### src/rtl/cdt_pkg.sv
// Shared types, constants and the segment lookup of the countdown timer.
`default_nettype none

package cdt_pkg;

  // Register map
  localparam int unsigned REG_TICKS_PER_SECOND = 0;

  localparam logic [15:0] TPS_RESET = 16'd2500;
  localparam logic [5:0]  FIELD_MAX = 6'd59;
  localparam logic [5:0]  FIELD_WRAP = 6'd60;

  // One sample of the buttons and the tick flag
  typedef struct packed {
    logic tick;
    logic adjust_button;
    logic select_minutes;
    logic start_button;
  } cdt_item_t;

  // One result item
  typedef struct packed {
    logic [6:0] tens_segments;
    logic [6:0] units_segments;
    logic [5:0] minutes_now;
    logic [5:0] seconds_now;
    logic       running_now;
    logic       alarm_on;
  } cdt_result_t;

  // Common-cathode pattern, bit 0 is segment a
  function automatic logic [6:0] seg_lookup(input logic [3:0] digit);
    logic [6:0] pattern;
    case (digit)
      4'd0: pattern = 7'd63;
      4'd1: pattern = 7'd6;
      4'd2: pattern = 7'd91;
      4'd3: pattern = 7'd79;
      4'd4: pattern = 7'd102;
      4'd5: pattern = 7'd109;
      4'd6: pattern = 7'd125;
      4'd7: pattern = 7'd7;
      4'd8: pattern = 7'd127;
      4'd9: pattern = 7'd111;
      default: pattern = 7'd0;
    endcase
    return pattern;
  endfunction

endpackage

`default_nettype wire

### src/rtl/cdt_in_if.sv
// Channel carrying one button sample item.
`default_nettype none

interface cdt_in_if;
  logic valid;
  logic ready;
  logic tick;
  logic adjust_button;
  logic select_minutes;
  logic start_button;

  modport source (output valid, output tick, output adjust_button,
                  output select_minutes, output start_button, input ready);
  modport sink (input valid, input tick, input adjust_button,
                input select_minutes, input start_button, output ready);
endinterface

`default_nettype wire

### src/rtl/cdt_out_if.sv
// Channel carrying one timer result item.
`default_nettype none

interface cdt_out_if;
  logic       valid;
  logic       ready;
  logic [6:0] tens_segments;
  logic [6:0] units_segments;
  logic [5:0] minutes_now;
  logic [5:0] seconds_now;
  logic       running_now;
  logic       alarm_on;

  modport source (output valid, output tens_segments, output units_segments,
                  output minutes_now, output seconds_now, output running_now,
                  output alarm_on, input ready);
  modport sink (input valid, input tens_segments, input units_segments,
                input minutes_now, input seconds_now, input running_now,
                input alarm_on, output ready);
endinterface

`default_nettype wire

### src/rtl/countdown_timer_seven_segment.sv
// Minutes:seconds countdown timer with seven-segment digit patterns.
// An accepted item passes through the input register and then the result register.
// Throughput: one item per cycle while the result register is empty or results.ready is high.
// Reset (rst, synchronous): time 00:00, stopped, alarm clear, buttons disarmed,
// ticks_per_second 2500, both channel registers empty.
`default_nettype none

module countdown_timer_seven_segment
  import cdt_pkg::*;
(
  input  wire logic   clk,
  input  wire logic   rst,
  cdt_in_if.sink      samples,
  cdt_out_if.source   results,
  input  wire logic        psel,
  input  wire logic        penable,
  input  wire logic        pwrite,
  input  wire logic [2:0]  paddr,
  input  wire logic [31:0] pwdata,
  output logic [31:0]      prdata,
  output logic             pready
);

  logic        item_valid;
  cdt_item_t   item;
  logic        out_valid;
  cdt_result_t out_item;
  cdt_result_t core_result;
  logic        advance;
  logic [15:0] ticks_per_second;

  cdt_apb u_apb (
    .clk              (clk),
    .rst              (rst),
    .psel             (psel),
    .penable          (penable),
    .pwrite           (pwrite),
    .paddr            (paddr),
    .pwdata           (pwdata),
    .prdata           (prdata),
    .pready           (pready),
    .ticks_per_second (ticks_per_second)
  );

  // Item moves into the result register when that register is free
  assign advance       = item_valid && (!out_valid || results.ready);
  assign samples.ready = !item_valid || !out_valid || results.ready;

  // Input register
  always_ff @(posedge clk) begin
    if (rst) begin
      item_valid <= 1'b0;
    end else if (samples.valid && samples.ready) begin
      item_valid <= 1'b1;
    end else if (advance) begin
      item_valid <= 1'b0;
    end
  end

  always_ff @(posedge clk) begin
    if (samples.valid && samples.ready) begin
      item.tick           <= samples.tick;
      item.adjust_button  <= samples.adjust_button;
      item.select_minutes <= samples.select_minutes;
      item.start_button   <= samples.start_button;
    end
  end

  cdt_core u_core (
    .clk              (clk),
    .rst              (rst),
    .advance          (advance),
    .item             (item),
    .ticks_per_second (ticks_per_second),
    .result           (core_result)
  );

  // Result register
  always_ff @(posedge clk) begin
    if (rst) begin
      out_valid <= 1'b0;
    end else if (advance) begin
      out_valid <= 1'b1;
    end else if (results.ready) begin
      out_valid <= 1'b0;
    end
  end

  always_ff @(posedge clk) begin
    if (advance) begin
      out_item <= core_result;
    end
  end

  assign results.valid          = out_valid;
  assign results.tens_segments  = out_item.tens_segments;
  assign results.units_segments = out_item.units_segments;
  assign results.minutes_now    = out_item.minutes_now;
  assign results.seconds_now    = out_item.seconds_now;
  assign results.running_now    = out_item.running_now;
  assign results.alarm_on       = out_item.alarm_on;

endmodule

`default_nettype wire

### src/rtl/cdt_apb.sv
// APB register file holding ticks_per_second.
`default_nettype none

module cdt_apb
  import cdt_pkg::*;
(
  input  wire logic        clk,
  input  wire logic        rst,
  input  wire logic        psel,
  input  wire logic        penable,
  input  wire logic        pwrite,
  input  wire logic [2:0]  paddr,
  input  wire logic [31:0] pwdata,
  output logic [31:0]      prdata,
  output logic             pready,
  output logic [15:0]      ticks_per_second
);

  logic       reg_sel;

  // Word index decode: only index 0 exists
  assign reg_sel = (32'(paddr[2]) == REG_TICKS_PER_SECOND);
  assign pready  = 1'b1;

  always_ff @(posedge clk) begin
    if (rst) begin
      ticks_per_second <= TPS_RESET;
    end else if (psel && penable && pwrite && reg_sel) begin
      ticks_per_second <= pwdata[15:0];
    end
  end

  // Read back
  assign prdata = reg_sel ? {16'd0, ticks_per_second} : 32'd0;

endmodule

`default_nettype wire

### src/rtl/cdt_disp.sv
// Splits a 0..59 field into digits and maps them to segment patterns.
`default_nettype none

module cdt_disp
  import cdt_pkg::*;
(
  input  wire logic [5:0] value,
  output logic [6:0]      tens_segments,
  output logic [6:0]      units_segments
);

  logic [5:0] shown;
  logic [2:0] tens;
  logic [5:0] units;

  always_comb begin
    shown = (value > FIELD_MAX) ? FIELD_MAX : value;
    // Tens digit by compare chain
    if (shown >= 6'd50)      tens = 3'd5;
    else if (shown >= 6'd40) tens = 3'd4;
    else if (shown >= 6'd30) tens = 3'd3;
    else if (shown >= 6'd20) tens = 3'd2;
    else if (shown >= 6'd10) tens = 3'd1;
    else                     tens = 3'd0;
    units = shown - 6'({tens, 3'b000} + {2'b00, tens, 1'b0});
  end

  assign tens_segments  = seg_lookup({1'b0, tens});
  assign units_segments = seg_lookup(units[3:0]);

endmodule

`default_nettype wire

### src/rtl/cdt_core.sv
// Timer state: tick prescaler, countdown, button edges and result forming.
`default_nettype none

module cdt_core
  import cdt_pkg::*;
(
  input  wire logic        clk,
  input  wire logic        rst,
  input  wire logic        advance,
  input  wire cdt_item_t   item,
  input  wire logic [15:0] ticks_per_second,
  output cdt_result_t      result
);

  logic [15:0] tick_count, tick_count_next, tick_inc;
  logic [5:0]  seconds_left, seconds_left_next;
  logic [5:0]  minutes_left, minutes_left_next;
  logic        running, running_next;
  logic        adjust_armed, adjust_armed_next;
  logic        start_armed, start_armed_next;
  logic        alarm_latched, alarm_latched_next;
  logic [5:0]  shown;
  logic [5:0]  field_inc;

  always_comb begin
    tick_count_next    = tick_count;
    seconds_left_next  = seconds_left;
    minutes_left_next  = minutes_left;
    running_next       = running;
    adjust_armed_next  = adjust_armed;
    start_armed_next   = start_armed;
    alarm_latched_next = alarm_latched;
    field_inc          = 6'd0;

    // Prescaler: a full second is tested on every item
    tick_inc = item.tick ? tick_count + 16'd1 : tick_count;
    tick_count_next = tick_inc;
    if (tick_inc >= ticks_per_second) begin
      tick_count_next = 16'd0;
      if (running) begin
        if (seconds_left != 6'd0) begin
          seconds_left_next = seconds_left - 6'd1;
        end else if (minutes_left != 6'd0) begin
          seconds_left_next = FIELD_MAX;
          minutes_left_next = minutes_left - 6'd1;
        end else begin
          // Expired: latch alarm, clear time, stop
          alarm_latched_next = 1'b1;
          seconds_left_next  = 6'd0;
          minutes_left_next  = 6'd0;
          running_next       = 1'b0;
        end
      end
    end

    // Adjust on release, field chosen at release
    if (item.adjust_button) begin
      adjust_armed_next = 1'b1;
    end else if (adjust_armed) begin
      adjust_armed_next = 1'b0;
      if (item.select_minutes) begin
        field_inc = minutes_left_next + 6'd1;
        minutes_left_next = (field_inc >= FIELD_WRAP) ? 6'd0 : field_inc;
      end else begin
        field_inc = seconds_left_next + 6'd1;
        seconds_left_next = (field_inc >= FIELD_WRAP) ? 6'd0 : field_inc;
      end
    end

    // Start/pause toggles on release
    if (item.start_button) begin
      start_armed_next = 1'b1;
    end else if (start_armed) begin
      start_armed_next = 1'b0;
      running_next = ~running_next;
    end
  end

  always_ff @(posedge clk) begin
    if (rst) begin
      tick_count    <= 16'd0;
      seconds_left  <= 6'd0;
      minutes_left  <= 6'd0;
      running       <= 1'b0;
      adjust_armed  <= 1'b0;
      start_armed   <= 1'b0;
      alarm_latched <= 1'b0;
    end else if (advance) begin
      tick_count    <= tick_count_next;
      seconds_left  <= seconds_left_next;
      minutes_left  <= minutes_left_next;
      running       <= running_next;
      adjust_armed  <= adjust_armed_next;
      start_armed   <= start_armed_next;
      alarm_latched <= alarm_latched_next;
    end
  end

  // Result from the updated state
  assign shown = item.select_minutes ? minutes_left_next : seconds_left_next;

  cdt_disp u_disp (
    .value          (shown),
    .tens_segments  (result.tens_segments),
    .units_segments (result.units_segments)
  );

  assign result.minutes_now = minutes_left_next;
  assign result.seconds_now = seconds_left_next;
  assign result.running_now = running_next;
  assign result.alarm_on    = alarm_latched_next;

endmodule

`default_nettype wire
### src/flat_wrapper.sv
// flat-port wrapper written by rule: the top's interface ports become plain ports
module countdown_timer_seven_segment_flat import cdt_pkg::*;
  (clk, rst, psel, penable, pwrite, paddr, pwdata, prdata, pready, samples_valid, samples_tick, samples_adjust_button, samples_select_minutes, samples_start_button, samples_ready, results_valid, results_tens_segments, results_units_segments, results_minutes_now, results_seconds_now, results_running_now, results_alarm_on, results_ready);
  cdt_in_if samples_i ();
  cdt_out_if results_i ();
  input  wire logic clk;
  input  wire logic rst;
  input  wire logic psel;
  input  wire logic penable;
  input  wire logic pwrite;
  input  wire logic [2:0] paddr;
  input  wire logic [31:0] pwdata;
  output logic [31:0] prdata;
  output logic pready;
  input wire logic [$bits(samples_i.valid)-1:0] samples_valid;
  input wire logic [$bits(samples_i.tick)-1:0] samples_tick;
  input wire logic [$bits(samples_i.adjust_button)-1:0] samples_adjust_button;
  input wire logic [$bits(samples_i.select_minutes)-1:0] samples_select_minutes;
  input wire logic [$bits(samples_i.start_button)-1:0] samples_start_button;
  output wire logic [$bits(samples_i.ready)-1:0] samples_ready;
  output wire logic [$bits(results_i.valid)-1:0] results_valid;
  output wire logic [$bits(results_i.tens_segments)-1:0] results_tens_segments;
  output wire logic [$bits(results_i.units_segments)-1:0] results_units_segments;
  output wire logic [$bits(results_i.minutes_now)-1:0] results_minutes_now;
  output wire logic [$bits(results_i.seconds_now)-1:0] results_seconds_now;
  output wire logic [$bits(results_i.running_now)-1:0] results_running_now;
  output wire logic [$bits(results_i.alarm_on)-1:0] results_alarm_on;
  input wire logic [$bits(results_i.ready)-1:0] results_ready;
  assign samples_i.valid = samples_valid;
  assign samples_i.tick = samples_tick;
  assign samples_i.adjust_button = samples_adjust_button;
  assign samples_i.select_minutes = samples_select_minutes;
  assign samples_i.start_button = samples_start_button;
  assign samples_ready = samples_i.ready;
  assign results_valid = results_i.valid;
  assign results_tens_segments = results_i.tens_segments;
  assign results_units_segments = results_i.units_segments;
  assign results_minutes_now = results_i.minutes_now;
  assign results_seconds_now = results_i.seconds_now;
  assign results_running_now = results_i.running_now;
  assign results_alarm_on = results_i.alarm_on;
  assign results_i.ready = results_ready;
  countdown_timer_seven_segment u_core (.clk(clk), .rst(rst), .samples(samples_i), .results(results_i), .psel(psel), .penable(penable), .pwrite(pwrite), .paddr(paddr), .pwdata(pwdata), .prdata(prdata), .pready(pready));
endmodule
### config.mk
export PLATFORM = sky130hd
export DESIGN_NAME = countdown_timer_seven_segment_flat
export DESIGN_NICKNAME = d
export VERILOG_FILES = /design/src/rtl/cdt_pkg.sv /design/src/rtl/cdt_in_if.sv /design/src/rtl/cdt_out_if.sv /design/src/rtl/countdown_timer_seven_segment.sv /design/src/rtl/cdt_apb.sv /design/src/rtl/cdt_disp.sv /design/src/rtl/cdt_core.sv /design/src/flat_wrapper.sv
export SDC_FILE = /design/constraint.sdc
export NUM_CORES = 1
export LEC_CHECK = 0
export BUFFER_PORTS_ARGS = -buffer_cell sky130_fd_sc_hd__buf_2
export CAP_MARGIN = 20
export CORE_MARGIN = 2
export CORE_UTILIZATION = 40
export CTS_CLUSTER_DIAMETER = 150
export DETAILED_ROUTE_END_ITERATION = 12
export SYNTH_ARGS = -nofsm -noshare
export SYNTH_HDL_FRONTEND = slang
export SYNTH_SLANG_ARGS = --single-unit
export TNS_END_PERCENT = 30
### constraint.sdc
create_clock -name clk -period 8.5 [get_ports clk]
set_input_delay 1.7 -clock clk [delete_from_list [all_inputs] [get_ports clk]]
set_output_delay 1.7 -clock clk [all_outputs]
set_load 0.005 [all_outputs]
== Word level (Yosys, flattened, before mapping) ==
Memory sizes are Yosys's and may differ from the RTL's. A register that Yosys moved wholly into a read port is not among the register bits.
Index checks and enable logic that the tools add are counted.

* $add $sub $neg: 7
* Magnitude comparators: 9
* Muxes and demuxes: 42
* Bitwise operators: 2
* Reductions and logical operators: 14

{| class="wikitable"
|+ Operators with widths
! kind !! number
|-
| $mux W6 || 18
|-
| $mux W16 || 3
|-
| $ge A6 B6 Y1 const B || 4
|-
| $mux W1 || 17
|-
| $add A16 B1 Y16 const B || 1
|-
| $ge A16 B16 Y1 || 1
|-
| $add A6 B1 Y6 const B || 2
|-
| $ge A6 B5 Y1 const B || 2
|-
| $mux W3 || 4
|-
| $reduce_bool A6 Y1 || 2
|-
| $sub A6 B1 Y6 const B || 2
|-
| $ge A6 B4 Y1 const B || 1
|-
| $gt A6 B6 Y1 const B || 1
|-
| $logic_and A1 B1 Y1 || 5
|-
| $add A4 B4 Y4 || 1
|-
| $reduce_bool A2 Y1 || 2
|-
| $sub A4 B4 Y4 || 1
|-
| $logic_or A1 B1 Y1 || 3
|-
| $logic_not A1 Y1 || 2
|-
| $not A1 Y1 || 2
|}

* Register bits after elaboration: 68
* ROM bits: 168
* Input port bits: 46
* Output and inout bits: 63
* Word-level logic and storage cells: 94
* Memories: 2

{| class="wikitable"
|+ Memories
! name !! words !! bits a word !! rd ports !! clocked after memory_dff !! write ports !! line !! text
|-
| (no name shown) || 16 || 7 || 1 || 1 || 0 || cdt_pkg.sv:34 || <nowiki>case (digit)</nowiki>
|-
| (no name shown) || 8 || 7 || 1 || 1 || 0 || cdt_pkg.sv:34 ||
|}

== Logic depth before layout (Yosys ltp) ==
* Word-level depth: 22
* Gate-level depth with buffers: 37
* Depth with buffers taken out: 35

== By module ==
From an unflattened synthesis, not the netlist that was laid out.

* Cell total of the unflattened synthesis: 652
* Area, all modules: 5,781.8 µm²

{| class="wikitable"
|+ Modules (own cells, without submodules)
! module !! times used !! cells each !! area an instance (µm²) !! seq. area each (µm²)
|-
| cdt_core || 1 || 415 || 3,029.2 || 640.6
|-
| countdown_timer_seven_segment || 1 || 42 || 1,064.8 || 1,001.0
|-
| cdt_apb || 1 || 106 || 962.2 || 320.3
|-
| cdt_disp || 1 || 89 || 725.7 || 0.0
|}

== Worst setup path before layout ==
OpenSTA, ideal clock, no wires.

* Path type: reg2reg
* From: reg, netlist name u_core.item[3]
* To: reg, netlist name u_core.results.units_segments[3]
* Setup time: 0.267 ns
* Arrival: 7.161 ns
* Data required time: 8.233 ns
* Setup slack: 1.071 ns
* Cell stages (with the launch flop): 33
* Buffers on the path: 2
* Clock period less this slack: 7.429 ns
* Cell sequence: edfxtp_1 > and4_1 > and3_1 > and3_1 > and3_1 > and3_1 > nand3_1 > xnor2_1 > ha_1 > nand4_2 > nor3_2 > or4b_1 > buf_2 > a31oi_2 > nand2_2 > nand2_1 > o31a_1 > inv_1 > ha_1 > or4_1 > o2111ai_1 > nand3_1 > nand4_1 > clkbuf_1 > a211oi_1 > a21oi_1 > inv_1 > ha_1 > xor2_1 > nand2_1 > a2111o_1 > o211ai_1 > mux2i_1

* Word-level cells in the longest chain between the ends: 20
* Elaborated cells on any way between the ends: 31
* Those cells by class: add/sub (4); order compare (9); mux (18)

{| class="wikitable"
|+ RTL lines
! item !! line !! text
|-
| $mux W16 * || cdt_core.sv:36 || <nowiki>tick_inc = item.tick ? tick_count + 16'd1 : tick_count;</nowiki>
|-
| $ge A16 B16 Y1 * || cdt_core.sv:38 || <nowiki>if (tick_inc >= ticks_per_second) begin</nowiki>
|-
| $mux W6 || cdt_core.sv:38 ||
|-
| $add A6 B1 Y6 (on tied branches) || cdt_core.sv:65, cdt_core.sv:62 ||
|-
| $ge A6 B6 Y1 (on tied branches) || cdt_core.sv:66, cdt_core.sv:63 ||
|-
| $mux W6 (on tied branches) || cdt_core.sv:66, cdt_core.sv:63 ||
|-
| $mux W6 || cdt_core.sv:61 || <nowiki>if (item.select_minutes) begin</nowiki>
|-
| $mux W6 || cdt_core.sv:59 || <nowiki>end else if (adjust_armed) begin</nowiki>
|-
| [4 not listed] || n/a ||
|-
| $ge A6 B4 Y1 || cdt_disp.sv:23 || <nowiki>else if (shown >= 6'd10) tens = 3'd1;</nowiki>
|-
| $mux W1 || cdt_disp.sv:23 ||
|-
| $mux W3 || cdt_disp.sv:22 || <nowiki>else if (shown >= 6'd20) tens = 3'd2;</nowiki>
|-
| $mux W3 || cdt_disp.sv:21 || <nowiki>else if (shown >= 6'd30) tens = 3'd3;</nowiki>
|-
| $mux W3 || cdt_disp.sv:20 || <nowiki>else if (shown >= 6'd40) tens = 3'd4;</nowiki>
|-
| $mux W3 || cdt_disp.sv:19 || <nowiki>if (shown >= 6'd50) tens = 3'd5;</nowiki>
|-
| $add A4 B4 Y4 || cdt_disp.sv:25 || <nowiki>units = shown - 6'({tens, 3'b000} + {2'b00, tens, 1'b0});</nowiki>
|-
| $sub A4 B4 Y4 * || cdt_disp.sv:25 ||
|}

Mark *: on every way between the ends. The rest lies on a longest branch, timed or not.
A chain may end at the register's enable or synchronous reset.

== Final worst setup path ==
* From: reg, netlist name u_core.item[3]
* To: reg, netlist name u_core.results.units_segments[3]

* Word-level cells in the longest chain between the ends: 20
* Elaborated cells on any way between the ends: 31
* Those cells by class: add/sub (4); order compare (9); mux (18)

{| class="wikitable"
|+ RTL lines
! item !! line
|-
| $mux W16 * || cdt_core.sv:36
|-
| $ge A16 B16 Y1 * || cdt_core.sv:38
|-
| $mux W6 || cdt_core.sv:38
|-
| $add A6 B1 Y6 (on tied branches) || cdt_core.sv:65, cdt_core.sv:62
|-
| $ge A6 B6 Y1 (on tied branches) || cdt_core.sv:66, cdt_core.sv:63
|-
| $mux W6 (on tied branches) || cdt_core.sv:66, cdt_core.sv:63
|-
| $mux W6 || cdt_core.sv:61
|-
| $mux W6 || cdt_core.sv:59
|-
| [4 not listed] || n/a
|-
| $ge A6 B4 Y1 || cdt_disp.sv:23
|-
| $mux W1 || cdt_disp.sv:23
|-
| $mux W3 || cdt_disp.sv:22
|-
| $mux W3 || cdt_disp.sv:21
|-
| $mux W3 || cdt_disp.sv:20
|-
| $mux W3 || cdt_disp.sv:19
|-
| $add A4 B4 Y4 || cdt_disp.sv:25
|-
| $sub A4 B4 Y4 * || cdt_disp.sv:25
|}

Marked as above.

==> results_dict.tcl <==
set metrics [dict create \
    clock_latency_ps 350 \
    reg2reg_slack_ps 540 \
    crit_path_end_kind "flop" \
    cts_made_buffers 9 \
    grtUsageTotal_pct 19.15 \
    cts_tree "built" \
    drc_errors 0 \
    worst_ep_required_time_ps 8590 \
    finalWorstSetupSlack_ps 536.1 \
    cpMostUsedCell "and3_1" \
    routabilityCongestion 0.9042 \
    antennaDiodeCount 0 \
    drv_slew 0 \
    critPathKind "flop to flop" \
    grt_pass1_vias 4752 \
    fin_util_pct 46.96 \
    yosys_warnings 0 \
    vias_per_cell 5.391 \
    critPathLaunchType "flop" \
    cts_sinks 82 \
    slew_headroom_pct 32.59 \
    nets 832 \
    status "finished, final reports clean" \
    synth-edff-count 32 \
    setup_viol 0 \
    drt_iter0_markers 314 \
    p_total_uw 1100 \
    syn_inst 693 \
    grt_max_degree 62 \
    dieArea_um2 15130 \
    clock_skew_ps 13.56 \
    hp-class "flop to flop" \
    slowest_stage "or4_1" \
    p_leak_uw 0.002717 \
    ys_ff_latch 82 \
    start_util_pct 40.80 \
    fin_setup_tns_ps 0 \
    ios 109 \
    clockRootBuffer "clkbuf_16" \
    area_growth_pct 15.11 \
    worstPathArrival_ps 8050 \
    avgSynthCellArea_um2 8.172 \
    postCtsHoldBufs 0 \
    pre_cts_ws_ps 314.8 \
    grt.overflow.total 0 \
    clk_pin_slew_worst_paths_ps 60 \
    synth_async_sr_flop_share_pct 0 \
    max_stage_delay_ps 660 \
    fin_crit_sh_pct 93.69 \
    worstMarginPinSlew_ps 1011 \
    fin_crit_ps 7964 \
    rsz0062_at_grt "false" \
    synth.distinct_cells 74 \
    antenna_found_initial 0 \
    synthTopCellsByArea "dfxtp_1 18%, edfxtp_1 17%, ha_1 7.3%" \
    die_y_um 123.0 \
    dp_hpwl_mm 10.16 \
    synth.top_cell.area_share_pct 17.68 \
    max_freq_ghz 0.1256 \
    vias 5057 \
    drv_cap 0 \
    p_per_area_nw_per_um2 168.8 \
    core-area_um2 13880 \
    hold_viol 0 \
    fp.dieW_um 123.0 \
    netlist_area_um2 5663 \
    routedWlPerCell_um 14.72 \
    io_buffers 73 \
    cts.htree.levels 3 \
    placementRows 43 \
    seq_area_frac_synth_pct 34.64 \
    clockBufferDepth 2 \
    ir_drop_v 0.00009795 \
    drt-total-wl_mm 13.81 \
    crit_fanout 8 \
    drive_above_1_share_pct 16.75 \
    first_pass_iters 5 \
    drtAntennaViolNets 0 \
    yosys.area.top_type "dfxtp_1" \
    synthFlopType "dfxtp_1" \
    grt_pass1_wl_mm 22.90 \
]
-- placed cells by master, fill, tap and decap left out, drive strengths merged, types with 5 or more instances in the layout --
cell type,netlist,final
conb,2,17
edfxtp,32,32
or3,5,5
nor2,85,85
a211o,7,7
nand3,19,19
mux2,6,6
a21oi,59,59
nand2,89,89
o21ai,32,32
nand2b,6,6
a211oi,12,12
nor3,18,18
a31oi,8,8
nand4,6,6
and2,6,6
ha,33,33
xor2,11,11
mux2i,14,14
clkbuf,26,9
and3,12,12
dfxtp,50,50
inv,46,46
nor2b,6,6
o21a,6,6
buf,23,83
xnor2,16,16
-- through the flow --
step	instance area [µm²]	hold slack (ps)	cells
floorplan	5719	436.3	708
global placement	6117	443.4	920
detailed placement	6117	448.0	920
CTS	6460	456.4	936
global route	6519	474.4	938
finish	6519	456.1	938
-- final cells by class --
cell class                 count  area [µm²]
sequential                    82        1962
tap                          180       225.2
inverter                      46       172.7
clock buffer                   9       225.2
clock inverter                 7       117.6
fill                        1352        7362
timing repair buffer          83       465.4
multi-input combinational    531        3351
-- timing repair --
| action | in CTS | in global routing |
|---|---|---|
| setup endpoints to repair | 0 | 7 |
| setup buffers | 0 | 1 |
| resized for setup | 0 | 4 |
-- cell usage after synthesis (all sizes together) (4+ instances only) --
master and number:
nand2 89, nor2 85, a21oi 59, dfxtp 50, inv 46, ha 33, edfxtp 32, o21ai 32
clkbuf 26, buf 23, nand3 19, nor3 18, xnor2 16, mux2i 14, a211oi 12, and3 12
xor2 11, a31oi 8, a211o 7, and2 6, mux2 6, nand2b 6, nand4 6, nor2b 6
o21a 6, or3 5, a2111o 4, o22ai 4, o31ai 4
-- cells by family (layout without fill, tap and decap cells) --
group           after synthesis  after routing  share of synthesized area, %
fa+ha+maj                    34             34                         7.490
flops                        82             82                         34.64
compound gates              163            163                         19.05
buf+inv                      95            145                         7.512
simple gates                268            268                         22.07
other cells                   2             17                        0.1326
mux                          22             22                         4.596
xor+xnor                     27             27                         4.507
-- registers in the layout, indices dropped and copies added, names as in the netlist --
name / cells
u_core.u_core.tick_count: 16
u_core.u_core.seconds_left: 6
u_core.item_valid: 1
u_core.item: 4
u_core.results.running_now: 1
u_core.results.seconds_now: 6
u_core.results.minutes_now: 6
u_core.u_core.alarm_latched: 1
u_core.u_core.adjust_armed: 1
u_core.u_core.running: 1
u_core.results.units_segments: 7
u_core.results.valid: 1
u_core.u_apb.ticks_per_second: 16
u_core.u_core.start_armed: 1
u_core.results.tens_segments: 7
u_core.u_core.minutes_left: 6
u_core.results.alarm_on: 1
-- routing by layer --
layer | global-route usage [%] | wire length [µm]
met5 | 0 | 0
met3 | 3.967 | 635
met1 | 24.22 | 6104
met4 | 5.540 | 247
met2 | 32.94 | 6819
-- critical path: cells and delay by family (launching register included) --
family	cells	cell delay, ps
simple gates	10	3030
mux	1	120
flops	1	460
compound gates	11	2120
buf+inv	4	480
fa+ha+maj	3	1000
xor+xnor	3	490
-- final timing paths --
path / from / end / cells after the start
worst max register to register: u_core.item[3]$_DFFE_PP_ / u_core.results.units_segments[3]$_DFFE_PP_ / 32
worst max-delay path: u_core.item[3]$_DFFE_PP_ / u_core.results.units_segments[3]$_DFFE_PP_ / 32
worst min register to register: u_core.u_apb.ticks_per_second[9]$_SDFFE_PP0P_ / u_core.u_apb.ticks_per_second[9]$_SDFFE_PP0P_ / 2
worst min-delay path: u_core.u_apb.ticks_per_second[9]$_SDFFE_PP0P_ / u_core.u_apb.ticks_per_second[9]$_SDFFE_PP0P_ / 2
-- report_power, final --
group          internal, µW  switching, µW  leakage (µW)
Clock                   287            163      0.000169
Combinational          83.9            122       0.00185
Sequential              433           11.6      0.000702
Total                   804            297       0.00272
No activity file was read; power rests on OpenSTA's default activity.
